<file path="config.mk">
export PLATFORM = sky130hd
export DESIGN_NAME = simplex_lagrange_node_factors_unit
export DESIGN_NICKNAME = d
export VERILOG_FILES = /design/src/rtl/slnf_pkg.sv /design/src/rtl/slnf_seq.sv /design/src/rtl/simplex_lagrange_node_factors_unit.sv
export SDC_FILE = /design/constraint.sdc
export NUM_CORES = 1
export LEC_CHECK = 0
export BUFFER_PORTS_ARGS = -buffer_cell sky130_fd_sc_hd__buf_2
export CORE_MARGIN = 2
export CORE_UTILIZATION = 30
export CTS_CLUSTER_DIAMETER = 200
export DETAILED_ROUTE_END_ITERATION = 10
export PLACE_DENSITY = 0.5
export SETUP_SLACK_MARGIN = 0.4
export SLEW_MARGIN = 10
export SYNTH_ARGS = -nofsm -noshare
export SYNTH_HDL_FRONTEND = slang
export SYNTH_SLANG_ARGS = --single-unit
</file>
<file path="constraint.sdc">
create_clock -name clk_i -period 5.5 [get_ports clk_i]
set_clock_uncertainty 0.15 [all_clocks]
set_input_delay 0.275 -clock clk_i [delete_from_list [all_inputs] [get_ports clk_i]]
set_output_delay 0.275 -clock clk_i [all_outputs]
set_load 0.1 [all_outputs]
</file>
<file path="src/rtl/slnf_pkg.sv">
// Shared types, constants and number tables for the Lagrange node factor unit.
`timescale 1ns / 1ps
`default_nettype none

package slnf_pkg;

  localparam int unsigned MaxDegree = 8;
  localparam int unsigned PcW       = 4;

  localparam logic [1:0] DimReset = 2'd2;
  localparam logic [3:0] DegReset = 4'd2;

  // Register select, taken from paddr bit 2
  localparam logic RegDimension = 1'b0;
  localparam logic RegDegree    = 1'b1;

  typedef enum logic [2:0] {
    OP_IDLE,
    OP_NOP,
    OP_TET,
    OP_TRI,
    OP_FORM,
    OP_SCAN,
    OP_BAD
  } op_e;

  typedef struct packed {
    logic hold;
    logic bad;
    logic dim1;
    logic dim2;
  } seq_status_t;

  // k(k+1)/2; beyond the useful range a value above any 8-bit index
  function automatic logic [9:0] tri_num(input logic [3:0] k);
    logic [9:0] v;
    unique case (k)
      4'd0:    v = 10'd0;
      4'd1:    v = 10'd1;
      4'd2:    v = 10'd3;
      4'd3:    v = 10'd6;
      4'd4:    v = 10'd10;
      4'd5:    v = 10'd15;
      4'd6:    v = 10'd21;
      4'd7:    v = 10'd28;
      4'd8:    v = 10'd36;
      4'd9:    v = 10'd45;
      default: v = 10'h3FF;
    endcase
    return v;
  endfunction

  // k(k+1)(k+2)/6
  function automatic logic [9:0] tet_num(input logic [3:0] k);
    logic [9:0] v;
    unique case (k)
      4'd0:    v = 10'd0;
      4'd1:    v = 10'd1;
      4'd2:    v = 10'd4;
      4'd3:    v = 10'd10;
      4'd4:    v = 10'd20;
      4'd5:    v = 10'd35;
      4'd6:    v = 10'd56;
      4'd7:    v = 10'd84;
      4'd8:    v = 10'd120;
      4'd9:    v = 10'd165;
      default: v = 10'h3FF;
    endcase
    return v;
  endfunction

  // Number of nodes of a degree-deg element; dim and deg already clamped
  function automatic logic [9:0] node_count(input logic [1:0] dim, input logic [3:0] deg);
    logic [9:0] v;
    unique case (dim)
      2'd1:    v = {6'd0, deg} + 10'd1;
      2'd2:    v = tri_num(deg + 4'd1);
      default: v = tet_num(deg + 4'd1);
    endcase
    return v;
  endfunction

endpackage

`default_nettype wire

</file>
<file path="src/rtl/slnf_seq.sv">
// Microcode sequencer: step counter, control store and conditional jumps.
`timescale 1ns / 1ps
`default_nettype none

module slnf_seq (
  input  wire logic                 clk_i,
  input  wire logic                 rst_ni,
  input  wire slnf_pkg::seq_status_t status_i,
  output slnf_pkg::op_e             op_o
);

  typedef enum logic [2:0] {
    J_NONE,
    J_ALWAYS,
    J_BAD,
    J_DIM1,
    J_DIM2
  } jmp_e;

  typedef struct packed {
    slnf_pkg::op_e           op;
    jmp_e                    jmp;
    logic [slnf_pkg::PcW-1:0] target;
  } ucode_t;

  localparam logic [slnf_pkg::PcW-1:0] PcIdle = 4'd0;
  localparam logic [slnf_pkg::PcW-1:0] PcTet  = 4'd4;
  localparam logic [slnf_pkg::PcW-1:0] PcTri  = 4'd5;
  localparam logic [slnf_pkg::PcW-1:0] PcForm = 4'd6;
  localparam logic [slnf_pkg::PcW-1:0] PcBad  = 4'd8;
  localparam logic [slnf_pkg::PcW-1:0] PcLast = 4'd8;

  function automatic ucode_t ucode_rom(input logic [slnf_pkg::PcW-1:0] pc);
    ucode_t w;
    unique case (pc)
      4'd0:    w = '{op: slnf_pkg::OP_IDLE, jmp: J_NONE,   target: PcIdle};
      4'd1:    w = '{op: slnf_pkg::OP_NOP,  jmp: J_BAD,    target: PcBad};
      4'd2:    w = '{op: slnf_pkg::OP_NOP,  jmp: J_DIM1,   target: PcForm};
      4'd3:    w = '{op: slnf_pkg::OP_NOP,  jmp: J_DIM2,   target: PcTri};
      4'd4:    w = '{op: slnf_pkg::OP_TET,  jmp: J_NONE,   target: PcTet};
      4'd5:    w = '{op: slnf_pkg::OP_TRI,  jmp: J_NONE,   target: PcTri};
      4'd6:    w = '{op: slnf_pkg::OP_FORM, jmp: J_NONE,   target: PcForm};
      4'd7:    w = '{op: slnf_pkg::OP_SCAN, jmp: J_ALWAYS, target: PcIdle};
      4'd8:    w = '{op: slnf_pkg::OP_BAD,  jmp: J_ALWAYS, target: PcIdle};
      default: w = '{op: slnf_pkg::OP_NOP,  jmp: J_ALWAYS, target: PcIdle};
    endcase
    return w;
  endfunction

  logic [slnf_pkg::PcW-1:0] pc_q, pc_d;
  ucode_t                   word;
  logic                     take;

  assign word = ucode_rom(pc_q);
  assign op_o = word.op;

  always_comb begin
    unique case (word.jmp)
      J_NONE:   take = 1'b0;
      J_ALWAYS: take = 1'b1;
      J_BAD:    take = status_i.bad;
      J_DIM1:   take = status_i.dim1;
      J_DIM2:   take = status_i.dim2;
      default:  take = 1'b0;
    endcase
  end

  always_comb begin
    priority if (status_i.hold) begin
      pc_d = pc_q;
    end else if (take) begin
      pc_d = word.target;
    end else begin
      pc_d = pc_q + 4'd1;
    end
  end

  always_ff @(posedge clk_i or negedge rst_ni) begin
    if (!rst_ni) begin
      pc_q <= PcIdle;
    end else begin
      pc_q <= pc_d;
    end
  end

  property p_pc_in_program;
    @(posedge clk_i) disable iff (!rst_ni) pc_q <= PcLast;
  endproperty
  a_pc_in_program: assert property (p_pc_in_program)
    else $error("step counter left the program");

  property p_idle_holds_without_input;
    @(posedge clk_i) disable iff (!rst_ni)
      (pc_q == PcIdle && status_i.hold) |=> pc_q == PcIdle;
  endproperty
  a_idle_holds_without_input: assert property (p_idle_holds_without_input)
    else $error("sequencer left idle without an input word");

  property p_exit_to_idle;
    @(posedge clk_i) disable iff (!rst_ni)
      ((word.op == slnf_pkg::OP_SCAN || word.op == slnf_pkg::OP_BAD) && !status_i.hold)
      |=> pc_q == PcIdle;
  endproperty
  a_exit_to_idle: assert property (p_exit_to_idle)
    else $error("sequencer did not return to idle after the final word");

endmodule

`default_nettype wire

</file>
<file path="src/rtl/simplex_lagrange_node_factors_unit.sv">
// Top level: configuration registers, node datapath and output register.
`timescale 1ns / 1ps
`default_nettype none

// Turns a Lagrange node number of a degree-N element on a segment, triangle or
// tetrahedron into its barycentric multi-index and emits one output word per
// selected pencil line, N words per node, the last one flagged and carrying the
// product of (N - offset). An out-of-range node number gives one word with last
// and bad_index set. One node at a time: after the input word is taken, a short
// microcode program runs on a small datapath: the accept, the dispatch words,
// the tetrahedral root search (dimension 3 only) and the triangular one
// (dimension 2 and 3), which find roots s3, s2 <= N, a step to form the index,
// then a scan over the pencil lines up to the last selected one, at most
// (dimension+1)(N+1) of them, which an output stall holds. The reset setting is
// a triangle with N = 2. The registers are dimension at address 0 and degree
// at address 4; zero is used as 1 and degrees above 8 as 8. Write them only
// while the unit is idle.
module simplex_lagrange_node_factors_unit (
  input  wire logic        clk_i,
  input  wire logic        rst_ni,
  // configuration
  input  wire logic        psel,
  input  wire logic        penable,
  input  wire logic        pwrite,
  input  wire logic [2:0]  paddr,
  input  wire logic [31:0] pwdata,
  output logic      [31:0] prdata,
  output logic             pready,
  // input channel
  input  wire logic        in_valid_i,
  output logic             in_ready_o,
  input  wire logic [7:0]  node_index_i,
  // output channel
  output logic             out_valid_o,
  input  wire logic        out_ready_i,
  output logic [3:0]       bary_0_o,
  output logic [3:0]       bary_1_o,
  output logic [3:0]       bary_2_o,
  output logic [3:0]       bary_3_o,
  output logic [1:0]       line_face_o,
  output logic [2:0]       line_offset_o,
  output logic [24:0]      scale_product_o,
  output logic             last_o,
  output logic             bad_index_o
);

  // ---------------- configuration ----------------
  logic [1:0] cfg_dim_q;
  logic [3:0] cfg_deg_q;
  logic       cfg_wr;

  assign pready = 1'b1;
  assign cfg_wr = psel && penable && pwrite;

  always_ff @(posedge clk_i or negedge rst_ni) begin
    if (!rst_ni) begin
      cfg_dim_q <= slnf_pkg::DimReset;
      cfg_deg_q <= slnf_pkg::DegReset;
    end else if (cfg_wr) begin
      unique case (paddr[2])
        slnf_pkg::RegDimension: cfg_dim_q <= pwdata[1:0];
        slnf_pkg::RegDegree:    cfg_deg_q <= pwdata[3:0];
        default:                cfg_dim_q <= cfg_dim_q;
      endcase
    end
  end

  always_comb begin
    unique case (paddr[2])
      slnf_pkg::RegDimension: prdata = {30'd0, cfg_dim_q};
      slnf_pkg::RegDegree:    prdata = {28'd0, cfg_deg_q};
      default:                prdata = 32'd0;
    endcase
  end

  logic [1:0] dim_eff;
  logic [3:0] deg_eff;

  assign dim_eff = (cfg_dim_q == 2'd0) ? 2'd1 : cfg_dim_q;

  always_comb begin
    priority if (cfg_deg_q == 4'd0) begin
      deg_eff = 4'd1;
    end else if (cfg_deg_q > 4'(slnf_pkg::MaxDegree)) begin
      deg_eff = 4'(slnf_pkg::MaxDegree);
    end else begin
      deg_eff = cfg_deg_q;
    end
  end

  // ---------------- sequencer ----------------
  slnf_pkg::op_e         op;
  slnf_pkg::seq_status_t status;

  slnf_seq u_seq (
    .clk_i    (clk_i),
    .rst_ni   (rst_ni),
    .status_i (status),
    .op_o     (op)
  );

  // ---------------- datapath ----------------
  logic [1:0]  dim_q;
  logic [3:0]  deg_q;
  logic [7:0]  r_q;
  logic [3:0]  k_q;
  logic [3:0]  s3_q;
  logic [3:0]  s2_q;
  logic [3:0]  b_q [4];
  logic [1:0]  c_q;
  logic [3:0]  a_q;
  logic [3:0]  e_q;
  logic [24:0] prod_q;

  logic        accept;
  logic        bad;
  logic        tet_more;
  logic        tri_more;
  logic [9:0]  tet_k;
  logic [9:0]  tri_k;
  logic        sel;
  logic        can_write;
  logic        last_hit;
  logic        scan_write;
  logic        bad_write;
  logic        line_end;
  logic [3:0]  fac;
  logic [24:0] prod_next;

  assign in_ready_o = (op == slnf_pkg::OP_IDLE);
  assign accept     = in_valid_i && in_ready_o;

  assign bad      = {2'd0, r_q} >= slnf_pkg::node_count(dim_q, deg_q);
  assign tet_more = slnf_pkg::tet_num(k_q + 4'd1) <= {2'd0, r_q};
  assign tri_more = slnf_pkg::tri_num(k_q + 4'd1) <= {2'd0, r_q};
  assign tet_k    = slnf_pkg::tet_num(k_q);
  assign tri_k    = slnf_pkg::tri_num(k_q);

  assign can_write  = !out_valid_o || out_ready_i;
  assign sel        = a_q < b_q[c_q];
  assign last_hit   = ({1'b0, e_q} + 5'd1) == {1'b0, deg_q};
  assign scan_write = (op == slnf_pkg::OP_SCAN) && sel && can_write;
  assign bad_write  = (op == slnf_pkg::OP_BAD) && can_write;
  assign line_end   = (a_q == deg_q);
  assign fac        = deg_q - a_q;
  assign prod_next  = 25'(prod_q * {21'd0, fac});

  always_comb begin
    status.bad  = bad;
    status.dim1 = (dim_q == 2'd1);
    status.dim2 = (dim_q == 2'd2);
    unique case (op)
      slnf_pkg::OP_IDLE: status.hold = !in_valid_i;
      slnf_pkg::OP_TET:  status.hold = tet_more;
      slnf_pkg::OP_TRI:  status.hold = tri_more;
      slnf_pkg::OP_SCAN: status.hold = !(scan_write && last_hit);
      slnf_pkg::OP_BAD:  status.hold = !can_write;
      default:           status.hold = 1'b0;
    endcase
  end

  // payload registers, no reset needed
  always_ff @(posedge clk_i) begin
    unique case (op)
      slnf_pkg::OP_IDLE: begin
        if (accept) begin
          dim_q <= dim_eff;
          deg_q <= deg_eff;
          r_q   <= node_index_i;
          k_q   <= 4'd0;
          s3_q  <= 4'd0;
          s2_q  <= 4'd0;
        end
      end
      slnf_pkg::OP_TET: begin
        if (tet_more) begin
          k_q <= k_q + 4'd1;
        end else begin
          s3_q <= k_q;
          r_q  <= r_q - tet_k[7:0];
          k_q  <= 4'd0;
        end
      end
      slnf_pkg::OP_TRI: begin
        if (tri_more) begin
          k_q <= k_q + 4'd1;
        end else begin
          s2_q <= k_q;
          r_q  <= r_q - tri_k[7:0];
          k_q  <= 4'd0;
        end
      end
      slnf_pkg::OP_FORM: begin
        unique case (dim_q)
          2'd1: begin
            b_q[0] <= r_q[3:0];
            b_q[1] <= deg_q - r_q[3:0];
            b_q[2] <= 4'd0;
            b_q[3] <= 4'd0;
          end
          2'd2: begin
            b_q[0] <= s2_q - r_q[3:0];
            b_q[1] <= r_q[3:0];
            b_q[2] <= deg_q - s2_q;
            b_q[3] <= 4'd0;
          end
          default: begin
            b_q[0] <= s3_q - s2_q;
            b_q[1] <= s2_q - r_q[3:0];
            b_q[2] <= r_q[3:0];
            b_q[3] <= deg_q - s3_q;
          end
        endcase
        c_q    <= 2'd0;
        a_q    <= 4'd0;
        e_q    <= 4'd0;
        prod_q <= 25'd1;
      end
      slnf_pkg::OP_SCAN: begin
        if (!sel || can_write) begin
          if (line_end) begin
            a_q <= 4'd0;
            c_q <= c_q + 2'd1;
          end else begin
            a_q <= a_q + 4'd1;
          end
        end
        if (scan_write) begin
          e_q    <= e_q + 4'd1;
          prod_q <= prod_next;
        end
      end
      default: begin
        r_q <= r_q;
      end
    endcase
  end

  // ---------------- output register ----------------
  always_ff @(posedge clk_i or negedge rst_ni) begin
    if (!rst_ni) begin
      out_valid_o <= 1'b0;
    end else if (scan_write || bad_write) begin
      out_valid_o <= 1'b1;
    end else if (out_ready_i) begin
      out_valid_o <= 1'b0;
    end
  end

  always_ff @(posedge clk_i) begin
    if (scan_write) begin
      bary_0_o        <= b_q[0];
      bary_1_o        <= b_q[1];
      bary_2_o        <= b_q[2];
      bary_3_o        <= b_q[3];
      line_face_o     <= c_q;
      line_offset_o   <= a_q[2:0];
      scale_product_o <= last_hit ? prod_next : 25'd0;
      last_o          <= last_hit;
      bad_index_o     <= 1'b0;
    end else if (bad_write) begin
      bary_0_o        <= 4'd0;
      bary_1_o        <= 4'd0;
      bary_2_o        <= 4'd0;
      bary_3_o        <= 4'd0;
      line_face_o     <= 2'd0;
      line_offset_o   <= 3'd0;
      scale_product_o <= 25'd0;
      last_o          <= 1'b1;
      bad_index_o     <= 1'b1;
    end
  end

  // ---------------- checks ----------------
  property p_bad_is_last;
    @(posedge clk_i) disable iff (!rst_ni)
      (out_valid_o && bad_index_o) |-> last_o;
  endproperty
  a_bad_is_last: assert property (p_bad_is_last)
    else $error("flagged word without last");

  property p_product_only_on_last;
    @(posedge clk_i) disable iff (!rst_ni)
      (out_valid_o && !last_o) |-> scale_product_o == 25'd0;
  endproperty
  a_product_only_on_last: assert property (p_product_only_on_last)
    else $error("product shown on a word that is not last");

  property p_scan_in_range;
    @(posedge clk_i) disable iff (!rst_ni)
      (op == slnf_pkg::OP_SCAN) |-> (c_q <= dim_q && e_q < deg_q);
  endproperty
  a_scan_in_range: assert property (p_scan_in_range)
    else $error("line scan ran past the last face or word count");

  property p_no_input_while_busy;
    @(posedge clk_i) disable iff (!rst_ni)
      (op == slnf_pkg::OP_SCAN || op == slnf_pkg::OP_BAD) |-> !in_ready_o;
  endproperty
  a_no_input_while_busy: assert property (p_no_input_while_busy)
    else $error("input taken while a node is still being emitted");

endmodule

`default_nettype wire
</file>
Yosys cells after proc, flatten, opt, wreduce, memory -nomap -nowiden
Memories as Yosys holds them, arrays and structs flattened. A register that Yosys moved wholly into a read port is not among the register bits.
Cells that the tools add are included.
Widths: inputs -> output; s select.
{"block": "classes", "shifts": 0, "n_lt_le_gt_ge": 5, "n_eq_ne": 19, "add_sub_neg": 16, "muxes": 64, "mul": 1, "n_reduce_logical": 36, "bitwise_logic": 9, "div": 0}
{"cell": "$mux 25", "n": 4}
{"cell": "$mux 4", "n": 25}
{"cell": "$pmux 32 s2", "n": 1}
{"cell": "$pmux 25 s2", "n": 1}
{"cell": "$pmux 4 s2", "n": 4}
{"cell": "$mul 25x4->25", "n": 1}
{"cell": "$mux 8", "n": 3}
{"cell": "$pmux 8 s3", "n": 1}
{"cell": "$sub 4x4->4", "n": 6}
{"cell": "$add 4x1->4 const B", "n": 5}
{"cell": "$le 10x8->1", "n": 2}
{"cell": "$pmux 10 s2", "n": 1}
{"cell": "$sub 8x8->8", "n": 2}
{"cell": "$mux 1", "n": 13}
{"cell": "$eq 3x2->1 const B", "n": 4}
{"cell": "$eq 3x3->1 const B", "n": 4}
{"cell": "$pmux 4 s3", "n": 1}
{"cell": "$reduce_and 2->1", "n": 6}
{"cell": "$add 4x1->5 const B", "n": 2}
{"cell": "$ge 8x10->1", "n": 1}
{"cell": "$mux 2", "n": 5}
{"cell": "$reduce_bool 2->1", "n": 5}
{"cell": "$reduce_and 3->1", "n": 3}
{"cell": "$ne 2x2->1 const B", "n": 4}
{"cell": "24 further kinds", "n": 46}
{"block": "word_totals", "n_memories": 8, "latchBits": 0, "in_bits": 50, "mem_bits_rw": 16, "mem_bits_ro": 1120, "wordCells": 182, "regBits": 120}
{"name": "(no name shown)", "depth": 16, "width": 10, "rd": 1, "rd_clocked_by_memory_dff": 1, "write_ports": 0, "line": "slnf_pkg.sv:37", "source": "unique case (k)"}
{"name": "(no name shown)", "depth": 16, "width": 10, "rd": 1, "rd_clocked_by_memory_dff": 1, "write_ports": 0, "line": "slnf_pkg.sv:56", "source": "unique case (k)"}
{"name": "(no name shown)", "depth": 16, "width": 10, "rd": 1, "rd_clocked_by_memory_dff": 0, "write_ports": 0, "line": "slnf_pkg.sv:37"}
{"name": "(no name shown)", "depth": 16, "width": 10, "rd": 1, "rd_clocked_by_memory_dff": 0, "write_ports": 0, "line": "slnf_pkg.sv:56"}
{"name": "(no name shown)", "depth": 16, "width": 10, "rd": 1, "rd_clocked_by_memory_dff": 0, "write_ports": 0, "line": "slnf_pkg.sv:37"}
{"name": "(no name shown)", "depth": 16, "width": 10, "rd": 1, "rd_clocked_by_memory_dff": 0, "write_ports": 0, "line": "slnf_pkg.sv:56"}
{"name": "2 more memories"}

Depth between registers and ports, before layout
Gate-level depths: netlist of run 1.
An unclocked memory read counts as a cell.
{"block": "logic_depth", "ltp_word": 7, "mapped_depth": 21, "ltp_nobuf": 19}

Hierarchy
A second synthesis of run 1 with hierarchy kept.
{"block": "unflattened", "cells_unflattened": 1213, "hier_area_um2": 11950.2}
{"mod": "simplex_lagrange_node_factors_unit", "n_inst": 1, "area_each_um2": 11504.8, "cells_each": 1166}
{"mod": "slnf_seq", "n_inst": 1, "area_each_um2": 445.4, "cells_each": 47}

Least setup slack after synthesis of run 1
OpenSTA, ideal clock, no wires.
{"block": "synth_timing", "path_type": "flip-flop to flip-flop", "from": "reg deg_q[0]", "to": "reg scale_product_o[19], data pin", "required_ns": 5.084, "path_stages_with_launch": 19, "setup_ns": 0.266, "arrival_time_ns": 4.667, "period_less_slack_ns": 5.083, "slack_ns": 0.417, "path_buffers": 1, "path_cell_list": "edfxtp_1 inv_1 ha_1 inv_1 fa_1 xor2_1 clkbuf_1 nand2_1 fa_1 inv_1 fa_1 ha_1 a21oi_1 and4b_1 nor4_1 nor3_1 a41oi_1 xor2_1 nor2_1"}
{"block": "synth_via", "elab_chain_cells": 4}
{"item": "start: declaration", "line": "simplex_lagrange_node_factors_unit.sv:104", "source": "logic [3:0] deg_q;"}
{"item": "start signal: assignment", "line": "simplex_lagrange_node_factors_unit.sv:168", "source": "deg_q <= deg_eff;"}
{"item": "$sub 4x4->4", "line": "simplex_lagrange_node_factors_unit.sv:145", "source": "assign fac = deg_q - a_q;"}
{"item": "$mul 25x4->25", "line": "simplex_lagrange_node_factors_unit.sv:146", "source": "assign prod_next = 25'(prod_q * {21'd0, fac});"}
{"item": "$mux 25 (*)", "line": "simplex_lagrange_node_factors_unit.sv:258", "source": "scale_product_o <= last_hit ? prod_next : 25'd0;"}
{"item": "$mux 25 (*)", "line": "simplex_lagrange_node_factors_unit.sv:251", "source": "if (scan_write) begin"}
{"item": "end signal: assignment", "line": "simplex_lagrange_node_factors_unit.sv:258"}
{"item": "end: declaration", "line": "simplex_lagrange_node_factors_unit.sv:42", "source": "output logic [24:0] scale_product_o,"}
Mark *: on every way between the ends. The rest lies on a longest branch, timed or not.
A chain may end at the register's enable or synchronous reset.

Final worst setup path of run 1
Same ends and word-level chain as after synthesis.

==> results.py, run 1 <==
metrics = {
    "sta": {
        "hold_ws_ns": 0.06458,
        "slew_violations": 0,
        "worst_slack_ns": 0.4974,
        "finalSetupViolCount": 0,
        "relSlewSlack_pct": 24.15,
        "rsz0062_at_grt": "yes",
        "worst_slew_pin_slew_ns": 1.134,
        "fmax_mhz": 199.9,
        "period_needed_ns": 5.003,
        "hold_viol": 0,
        "setup-tns-final_ns": 0,
        "fin_crit_sh_pct": 90.96,
    },
    "worst_hold_path": {
        "hold_path_class": "primary input to async pin",
    },
    "setup_path": {
        "crit-reg2reg-capture": "scale_product_o[19]",
        "startpoint_type": "flop",
        "cp_cell_sequence": "inv_2 > ha_4 > inv_1 > fa_2 > xor2_4 > buf_12 > buf_12 > and2_4 > fa_1 > inv_1 > fa_1 > inv_2 > ha_4 > buf_6 > a21o_1 > a221o_1 > a31o_2 > a41oi_2 > xor2_2 > nor2_1",
        "cp_max_fo": 10,
        "r2r_setup_slack_ns": 0.50,
        "critPathMaxStageDelay_ns": 0.52,
        "cp.required_ns": 5.51,
        "r2r_start": "deg_q[0]",
        "worst-setup-path-type": "flop to flop",
        "worst_path_max_delay_cell": "fa_1",
        "crit_path_end_kind": "flop",
        "crit_arrival_ns": 5.02,
        "ff2ff_path_depth": 20,
    },
    "logic_synthesis": {
        "synthCells": 1201,
        "synthArstFlopShare_pct": 7.190,
        "ys_ff_latch": 153,
        "synth_cell_types": 70,
        "yosysWarnings": 0,
        "syn_area_sq_mm": 0.01183,
        "synth-edff-count": 124,
        "avgSynthCellArea_sq_um": 9.848,
        "synthFlopType": "edfxtp_1",
        "ys_seq_area_share_pct": 36.88,
    },
    "detailed_routing": {
        "wirelength_mm": 29.51,
        "ant_nets": 0,
        "drc": 0,
        "wl_per_cell_microns": 16.04,
        "first_pass_iters": 5,
        "route.vias.total": 8733,
        "via_per_inst": 4.746,
        "drtIter0Drc": 616,
    },
    "cells_and_area": {
        "final_common_cell": "edfxtp_1",
        "area_growth_pct": 20.19,
        "fin_nets": 1518,
        "final_layout_size_suffix_gt1_share_pct": 19.21,
        "fillers": 3888,
        "final_cell_mix": "edfxtp_1 (124), inv_1 (102), nor2_1 (101)",
        "diodes": 0,
    },
    "clock_network": {
        "root_buffer": "clkbuf_16",
        "cts_tree": "built",
        "clkTransAtPathRegs_ns": 0.07,
        "numCtsBuffers": 17,
        "htreeDepth": 4,
        "clk_latency_ns": 0.46,
        "cts_buffer_depth": 2,
        "cts_sinks": 153,
    },
    "global_route": {
        "grt_pass1_vias": 8497,
        "grt.total_usage_pct": 14.47,
        "grt_max_degree": 32,
        "antenna_found_initial": 0,
        "gr-total-overflow": 0,
        "grt_pass1_wl_mm": 46.71,
    },
    "place": {
        "io_buffers": 73,
        "hpwlAfterDp_mm": 21.68,
        "gp_congestion": 0.8272,
        "pre_cts_ws_ns": 0.1922,
    },
    "die": {
        "dieArea_sq_mm": 0.04103,
        "io_pins": 133,
        "core_sq_mm": 0.03883,
        "row_count": 72,
        "die_y_microns": 202.6,
        "initial_core_util_pct": 30.46,
        "die_w_microns": 202.6,
    },
    "job": {
        "max-cap-violations": 0,
    },
    "run_status": {
        "status": "finished clean",
    },
}
==> stage by stage <==
step | cell area (sq um) | util, % | instances
5_1_grt | 14220 | 36.61 | 1840
3_5_place_dp | 12740 | 32.82 | 1769
2_1_floorplan | 11930 | - | 1228
3_3_place_gp | 12740 | 32.82 | 1769
6_report | 14220 | 36.61 | 1840
4_1_cts | 13550 | 34.91 | 1817
==> kinds of logic (layout without fill, tap and decap cells) <==
kind of cell             Yosys count  in the layout  synth area share [%]
other                              2             29               0.06350
XOR/XNOR                          65             65                 4.877
flip-flops                       153            153                 36.88
AO/OA/AOI/OAI                    214            214                 11.57
AND/OR/NAND/NOR                  400            400                 17.23
multiplexers                      23             23                 2.507
adder cells (fa/ha/maj)          160            160                 20.08
buffers and inverters            184            278                 6.791
==> worst max path at each step <==
| stage | startpoint | slack, ns | cells after the start | end |
|---|---|---|---|---|
| final | deg_q[0] | 0.50 | 20 | scale_product_o[19] |
| after global routing | deg_q[0] | 0.33 | 20 | scale_product_o[19] |
| after CTS | deg_q[1] | 0.39 | 19 | scale_product_o[19] |
| after detailed placement | a_q[1] | 0.19 | 20 | scale_product_o[19] |
| after global placement | a_q[1] | 0.25 | 21 | scale_product_o[20] |
| after floorplan | deg_q[0] | 0.42 | 18 | scale_product_o[19] |
==> metal layers <==
| layer | track usage [%] | share of wire [%] |
|---|---|---|
| met5 | 0 | 0 |
| met4 | 4.041 | 1.2 |
| met3 | 2.681 | 2.6 |
| met2 | 21.80 | 44 |
| met1 | 21.13 | 52 |
==> critical path, delay by kind of cell, from the launching register on <==
kind	cells	cell delay, ns
xor gates and xnor gates	2	0.44
buffers and inverters	7	0.68
adders and majority gates	5	1.80
and+or+nand+nor	2	0.21
DFF	1	0.45
AOI/OAI and AO/OA	4	0.97
==> what timing repair did <==
action,CTS,global route
endpoints found under the setup margin,25,37
hold buffers,13,0
endpoints found under the hold margin,25,0
setup buffers,3,20
pin swaps,6,38
gates resized for setup,17,81
cloned,0,3
==> state kept, by name (all words and copies together), names as in the netlist, 7 cells and up, named ones only <==
name and flops:
b_q 16, prod_q 25, r_q 8, scale_product_o 25
tet_k 8, tri_k 7
==> cell usage after synthesis, types with 7 or more instances <==
library cell	instances	area share [%]
nand3_1	18	0.76
dfrtp_1	9	1.9
a31oi_1	10	0.53
xnor2_1	34	2.5
nand2_1	74	2.3
nor2b_1	27	1.4
nand2b_1	28	1.5
and2_1	94	5.0
nand4_1	11	0.58
and3_1	15	0.79
dfxtp_1	18	3.0
nor3_1	16	0.68
o21a_1	7	0.44
edfxtp_1	124	31
mux2_2	13	1.2
ha_1	109	12
nor2_1	102	3.2
a21o_1	24	1.5
xor2_1	30	2.2
buf_4	29	1.8
fa_1	50	8.5
o22ai_1	7	0.37
o21ai_0	51	2.2
clkbuf_1	35	1.1
inv_1	109	3.5
a21oi_1	62	2.6
==> area by class of cell <==
class / instances / area (sq um) / area share [%]
clock buffer: 17 / 425.4 / 2.992
clock inverter: 15 / 153.9 / 1.083
inverter: 113 / 427.9 / 3.010
multi-input combinational: 891 / 7292 / 51.29
sequential: 153 / 4362 / 30.68
tap: 518 / 648.1 / 4.559
timing repair buffer: 133 / 907.1 / 6.381
Power of run 1 is left out: the tool's default activity adds up to more than one toggle a clock period on the data nets, which glitch-free logic cannot reach.
==> run 2: changes to the inputs <==
RECOVER_POWER = 50   (was not set)
SLEW_MARGIN = 20   (was 10)
==> run 2 against run 1 <==
Effect of this change: the flow now finishes with violations (capacitance limit, slew limit); sequential share of layout area is 0.13 points higher; critical path type unchanged; non-clock buffer count is 1 higher; flip-flop and latch count stayed put; via count is 0.29% higher.
==> results.py, run 2 (synthesized netlist as in run 1, its figures left out) <==
metrics = {
    "die": {
        "io_pins": 133,
        "die_w_microns": 202.6,
        "die_y_microns": 202.6,
        "row_count": 72,
        "dieArea_sq_mm": 0.04103,
        "core_sq_mm": 0.03883,
        "initial_core_util_pct": 30.46,
    },
    "clock_network": {
        "numCtsBuffers": 17,
        "root_buffer": "clkbuf_16",
        "cts_tree": "built",
        "htreeDepth": 4,
        "cts_sinks": 153,
        "clk_latency_ns": 0.46,
        "cts_buffer_depth": 2,
        "clkTransAtPathRegs_ns": 0.07,
    },
    "setup_path": {
        "worst-setup-path-type": "flop to flop",
        "cp.required_ns": 5.50,
        "crit_arrival_ns": 5.06,
        "critPathMaxStageDelay_ns": 0.52,
        "path_buf_inv": 7,
        "startpoint_type": "flop",
        "cp_common_cell": "inv_1",
        "ff2ff_path_depth": 20,
        "crit_path_end_kind": "flop",
        "r2r_setup_slack_ns": 0.44,
        "cp_max_fo": 10,
        "worst_path_max_delay_cell": "fa_1",
        "crit_family": "adder cells",
        "cp_cell_sequence": "inv_1 > ha_4 > inv_1 > fa_2 > xor2_4 > buf_12 > buf_12 > and2_4 > fa_1 > inv_1 > fa_1 > inv_2 > ha_4 > buf_6 > a21o_1 > a221o_1 > a31o_2 > a41oi_2 > xor2_2 > nor2_1",
        "cp.depth": 20,
    },
    "sta": {
        "worst_slew_pin_slew_ns": 1.730,
        "hold_viol": 0,
        "fmax_mhz": 197.7,
        "slew_violations": 30,
        "finalSetupViolCount": 0,
        "period_needed_ns": 5.058,
        "fin_crit_sh_pct": 91.97,
        "rsz0062_at_grt": "yes",
        "relSlewSlack_pct": -15.36,
        "setup-tns-final_ns": 0,
    },
    "worst_hold_path": {
        "holdPathStages": 4,
        "hold_path_class": "primary input to flop",
    },
    "place": {
        "io_buffers": 73,
        "placed_area_sq_mm": 0.01274,
        "gp_congestion": 0.8272,
        "hpwlAfterDp_mm": 21.68,
    },
    "global_route": {
        "grt_pass1_wl_mm": 46.71,
        "grt.total_usage_pct": 14.47,
        "grt_pass1_vias": 8497,
        "antenna_found_initial": 0,
        "grt_max_degree": 32,
        "gr-total-overflow": 0,
    },
    "cells_and_area": {
        "finish.instance_area_sq_mm": 0.01415,
        "reg_top3": "prod_q x25, scale_product_o x25, b_q x16",
        "final_cell_mix": "edfxtp_1 (124), inv_1 (104), nor2_1 (101)",
        "fin_nets": 1519,
        "area_growth_pct": 19.68,
        "final_layout_size_suffix_gt1_share_pct": 14.36,
        "diodes": 0,
        "final_common_cell": "edfxtp_1",
    },
    "detailed_routing": {
        "ant_nets": 0,
        "wirelength_mm": 29.57,
        "drtIter0Drc": 603,
        "route.vias.total": 8758,
        "first_pass_iters": 5,
        "wl_per_cell_microns": 16.06,
        "via_per_inst": 4.757,
        "drc": 0,
    },
    "run_status": {
        "violations": "capacitance limit, slew limit",
        "status": "finished, violations left",
    },
    "job": {
        "max-cap-violations": 1,
    },
}
## run 2: through the flow
stage	utilization, %	hold slack (ns)	setup WS (ns)	cells
after detailed placement	32.82	0.01691	0.1922	1769
final	36.46	0.07430	0.4418	1841
after global placement	32.82	0.01210	0.2455	1769
after CTS	34.91	0.04331	0.3911	1817
after global routing	36.46	0.07543	0.2716	1841
after floorplan	-	-0.1706	0.4174	1228
## run 2: worst reg2reg max path, stage by stage (launching register included)
cell,delay [ns]
edfxtp_1,0.45
inv_1,0.16
ha_4,0.15
inv_1,0.05
fa_2,0.43
xor2_4,0.22
buf_12,0.14
buf_12,0.13
and2_4,0.16
fa_1,0.50
inv_1,0.05
fa_1,0.52
inv_2,0.05
ha_4,0.22
buf_6,0.14
a21o_1,0.20
a221o_1,0.35
a31o_2,0.22
a41oi_2,0.20
xor2_2,0.22
nor2_1,0.06
## run 2: metal layers
metal  part of all wire, %  vias to the layer above  global-route usage [%]
met5                     0                        -                       0
met4                   1.2                        0                   4.041
met3                   2.8                       25                   2.681
met2                    44                      147                   21.80
met1                    52                     4304                   21.13
li1                      -                     4282                       -
## run 2: layout make-up
class / count / area, sq um
clock buffers: 17 / 425.4
clock inverters: 15 / 153.9
fillers: 3901 / 24670
inverters: 113 / 427.9
multi-input cells: 891 / 7292
flip-flops and latches: 153 / 4362
well taps: 518 / 648.1
repair buffers: 134 / 845.8
## run 2: final timing paths
check                        startpoint             to
max                            deg_q[0]     prod_q[19]
min                         out_ready_i  u_seq.pc_q[3]
max reg2reg                    deg_q[0]     prod_q[19]
min reg2reg                cfg_dim_q[0]   cfg_dim_q[0]
max in group asynchronous        rst_ni   cfg_deg_q[2]
min in group asynchronous        rst_ni  u_seq.pc_q[3]
## run 2: what timing repair did
action | CTS | global route
resized for setup | 17 | 81
setup endpoints to repair | 25 | 37
pin swaps | 6 | 38
buffers inserted | 3 | 20
hold buffers | 13 | 0
cloned | 0 | 3
hold endpoints to repair | 25 | 0
Power of run 2 is left out for the same reason.
==> run 3: changes to the inputs <==
CELL_PAD_IN_SITES_DETAIL_PLACEMENT = 0   (was not set)
CELL_PAD_IN_SITES_GLOBAL_PLACEMENT = 1   (was not set)
PLACE_DENSITY = 0.6   (was 0.5)
==> run 3 against run 2 <==
Effect of this change: the flow still finishes with violations (capacitance limit, slew limit); first-iteration DRC count decreased by 10%; cell area fell by 3.0%; wire length is 0.84% higher; critical path depth stayed put; non-clock buffer count is 15 lower; utilization fell by 1.1 points; register-to-register slack better by 0.10 ns; worst hold slack lost 0.068 ns; setup slack better by 0.10 ns; clock-buffer cell count grew 3; critical path type unchanged.
==> results.py, run 3 (synthesized netlist as in run 1, its figures left out) <==
metrics = {
    "setup_path": {
        "worstSetupEndpoint": "scale_product_o[18]",
        "critPathLaunch": "a_q[1]",
        "critPathMaxStageDelay_ns": 0.54,
        "cp_cell_sequence": "inv_2 > ha_1 > nor2b_1 > o21a_1 > nor2_4 > xnor2_4 > buf_6 > and2_1 > fa_1 > inv_1 > fa_1 > inv_1 > ha_4 > a21o_4 > a2111oi_4 > a21oi_2 > buf_4 > o21a_1 > o21a_1 > nor3_1",
        "cp_max_fo": 8,
        "crit_path_end_kind": "flop",
        "crit_arrival_ns": 5.06,
        "r2r_start": "a_q[1]",
        "ff2ff_path_depth": 20,
        "worst_path_max_delay_cell": "fa_1",
        "cp_common_cell": "o21a_1",
        "r2r_setup_slack_ns": 0.55,
        "cp.required_ns": 5.60,
        "startpoint_type": "flop",
        "worst-setup-path-type": "flop to flop",
        "crit-reg2reg-capture": "scale_product_o[18]",
    },
    "cells_and_area": {
        "reg_top3": "prod_q x25, scale_product_o x25, b_q x16",
        "fillers": 3973,
        "fin_nets": 1505,
        "fin_util_pct": 35.36,
        "area_growth_pct": 16.08,
        "diodes": 0,
        "final_cell_mix": "edfxtp_1 (124), inv_1 (108), nor2_1 (101)",
        "final_common_cell": "edfxtp_1",
        "final_layout_size_suffix_gt1_share_pct": 10.92,
        "finish.instance_area_sq_mm": 0.01373,
    },
    "clock_network": {
        "clkTransAtPathRegs_ns": 0.06,
        "clk_latency_ns": 0.44,
        "htreeDepth": 4,
        "cts_buffer_depth": 2,
        "cts_tree": "built",
        "cts_sinks": 153,
        "root_buffer": "clkbuf_16",
        "numCtsBuffers": 17,
    },
    "detailed_routing": {
        "first_pass_iters": 5,
        "drc": 0,
        "wirelength_mm": 29.82,
        "met1_length_mm": 15.42,
        "wl_per_cell_microns": 16.32,
        "route.vias.total": 8549,
        "top_layer_used": "met4",
        "wl_met2_mm": 12.92,
        "wl_met3_mm": 1.063,
        "ant_nets": 0,
        "drtIter0Drc": 543,
        "via_per_inst": 4.679,
    },
    "place": {
        "hpwlAfterDp_mm": 22.26,
        "pre_cts_ws_ns": 0.07619,
        "gp_congestion": 0.8052,
        "io_buffers": 73,
        "placed_area_sq_mm": 0.01280,
    },
    "die": {
        "die_y_microns": 202.6,
        "dieArea_sq_mm": 0.04103,
        "row_count": 72,
        "core_sq_mm": 0.03883,
        "die_w_microns": 202.6,
        "io_pins": 133,
        "initial_core_util_pct": 30.46,
    },
    "global_route": {
        "grt_pass1_vias": 8430,
        "grt_max_degree": 30,
        "gr-total-overflow": 0,
        "grt_pass1_wl_mm": 47.36,
        "grt.total_usage_pct": 14.77,
        "antenna_found_initial": 0,
    },
    "sta": {
        "setup-tns-final_ns": 0,
        "worst_slack_ns": 0.5458,
        "fin_crit_sh_pct": 90.08,
        "rsz0062_at_grt": "yes",
        "slew_violations": 29,
        "worst_slew_pin_slew_ns": 1.693,
        "finalSetupViolCount": 0,
        "fmax_mhz": 201.8,
        "relSlewSlack_pct": -12.86,
        "hold_viol": 0,
        "period_needed_ns": 4.954,
    },
    "run_status": {
        "status": "finished, violations left",
        "violations": "capacitance limit, slew limit",
    },
    "job": {
        "max-cap-violations": 1,
    },
    "worst_hold_path": {
        "hold_path_class": "primary input to flop",
    },
}
[run 3: cell count changes in the layout (fill, tap and decap cells not counted), moves of 4 or more]
cell | previous run | this run
clkinv_2 | 0 | 6
clkbuf_1 | 61 | 65
ha_1 | 92 | 100
inv_6 | 6 | 0
inv_1 | 104 | 108
ha_4 | 13 | 6
a21oi_1 | 51 | 55
clkinvlp_4 | 4 | 0
buf_4 | 32 | 24
and2_4 | 4 | 0
[run 3: how the worst min path moves through the flow]
stage,from,to,slack [ns],depth (start not counted)
floorplan,rst_ni,cfg_deg_q[0],-0.17,0
global placement,rst_ni,out_valid_o,0.008,1
detailed placement,rst_ni,out_valid_o,0.007,1
CTS,node_index_i[1],r_q[1],0.002,3
global route,node_index_i[2],r_q[2],0.03,3
finish,node_index_i[1],r_q[1],0.007,3
[run 3: cell type report]
class | instances | area, sq um | share of cell area [%]
clock buffers | 20 | 467.9 | 3.408
clock inverters | 12 | 72.57 | 0.5286
inverters | 113 | 424.2 | 3.089
multi-input cells | 892 | 7091 | 51.65
flip-flops and latches | 153 | 4362 | 31.77
well taps | 518 | 648.1 | 4.721
repair buffers | 119 | 664.4 | 4.839
[run 3: layer usage]
metal  GRT usage, %  vias up
li1               -     4243
met1          22.02     4113
met2          22.06      162
met3          2.343       31
met4          4.015        0
met5              0        -
[run 3: what timing repair did]
item	4_1_cts	5_1_grt
hold buffers	11	0
resized for setup	18	40
buffers inserted	0	5
endpoints found under the hold margin	23	0
cloned	1	1
setup endpoints to repair	28	29
pin swaps	5	23
[run 3: critical path, delay by kind of cell, from the launching register on]
family          cells  cell delay (ns)
fa+ha+maj           4             1.55
simple gates        4             0.73
buf+inv             5             0.54
compound gates      6             1.23
xor+xnor            1             0.13
flops               1             0.41
[run 3: metrics by stage]
stage	std cells	hold WS, ns
2_1_floorplan	1228	-0.1706
3_3_place_gp	1777	0.008038
3_5_place_dp	1777	0.007055
4_1_cts	1821	0.002330
5_1_grt	1827	0.03103
6_report	1827	0.006617
Power of run 3 is left out for the same reason.
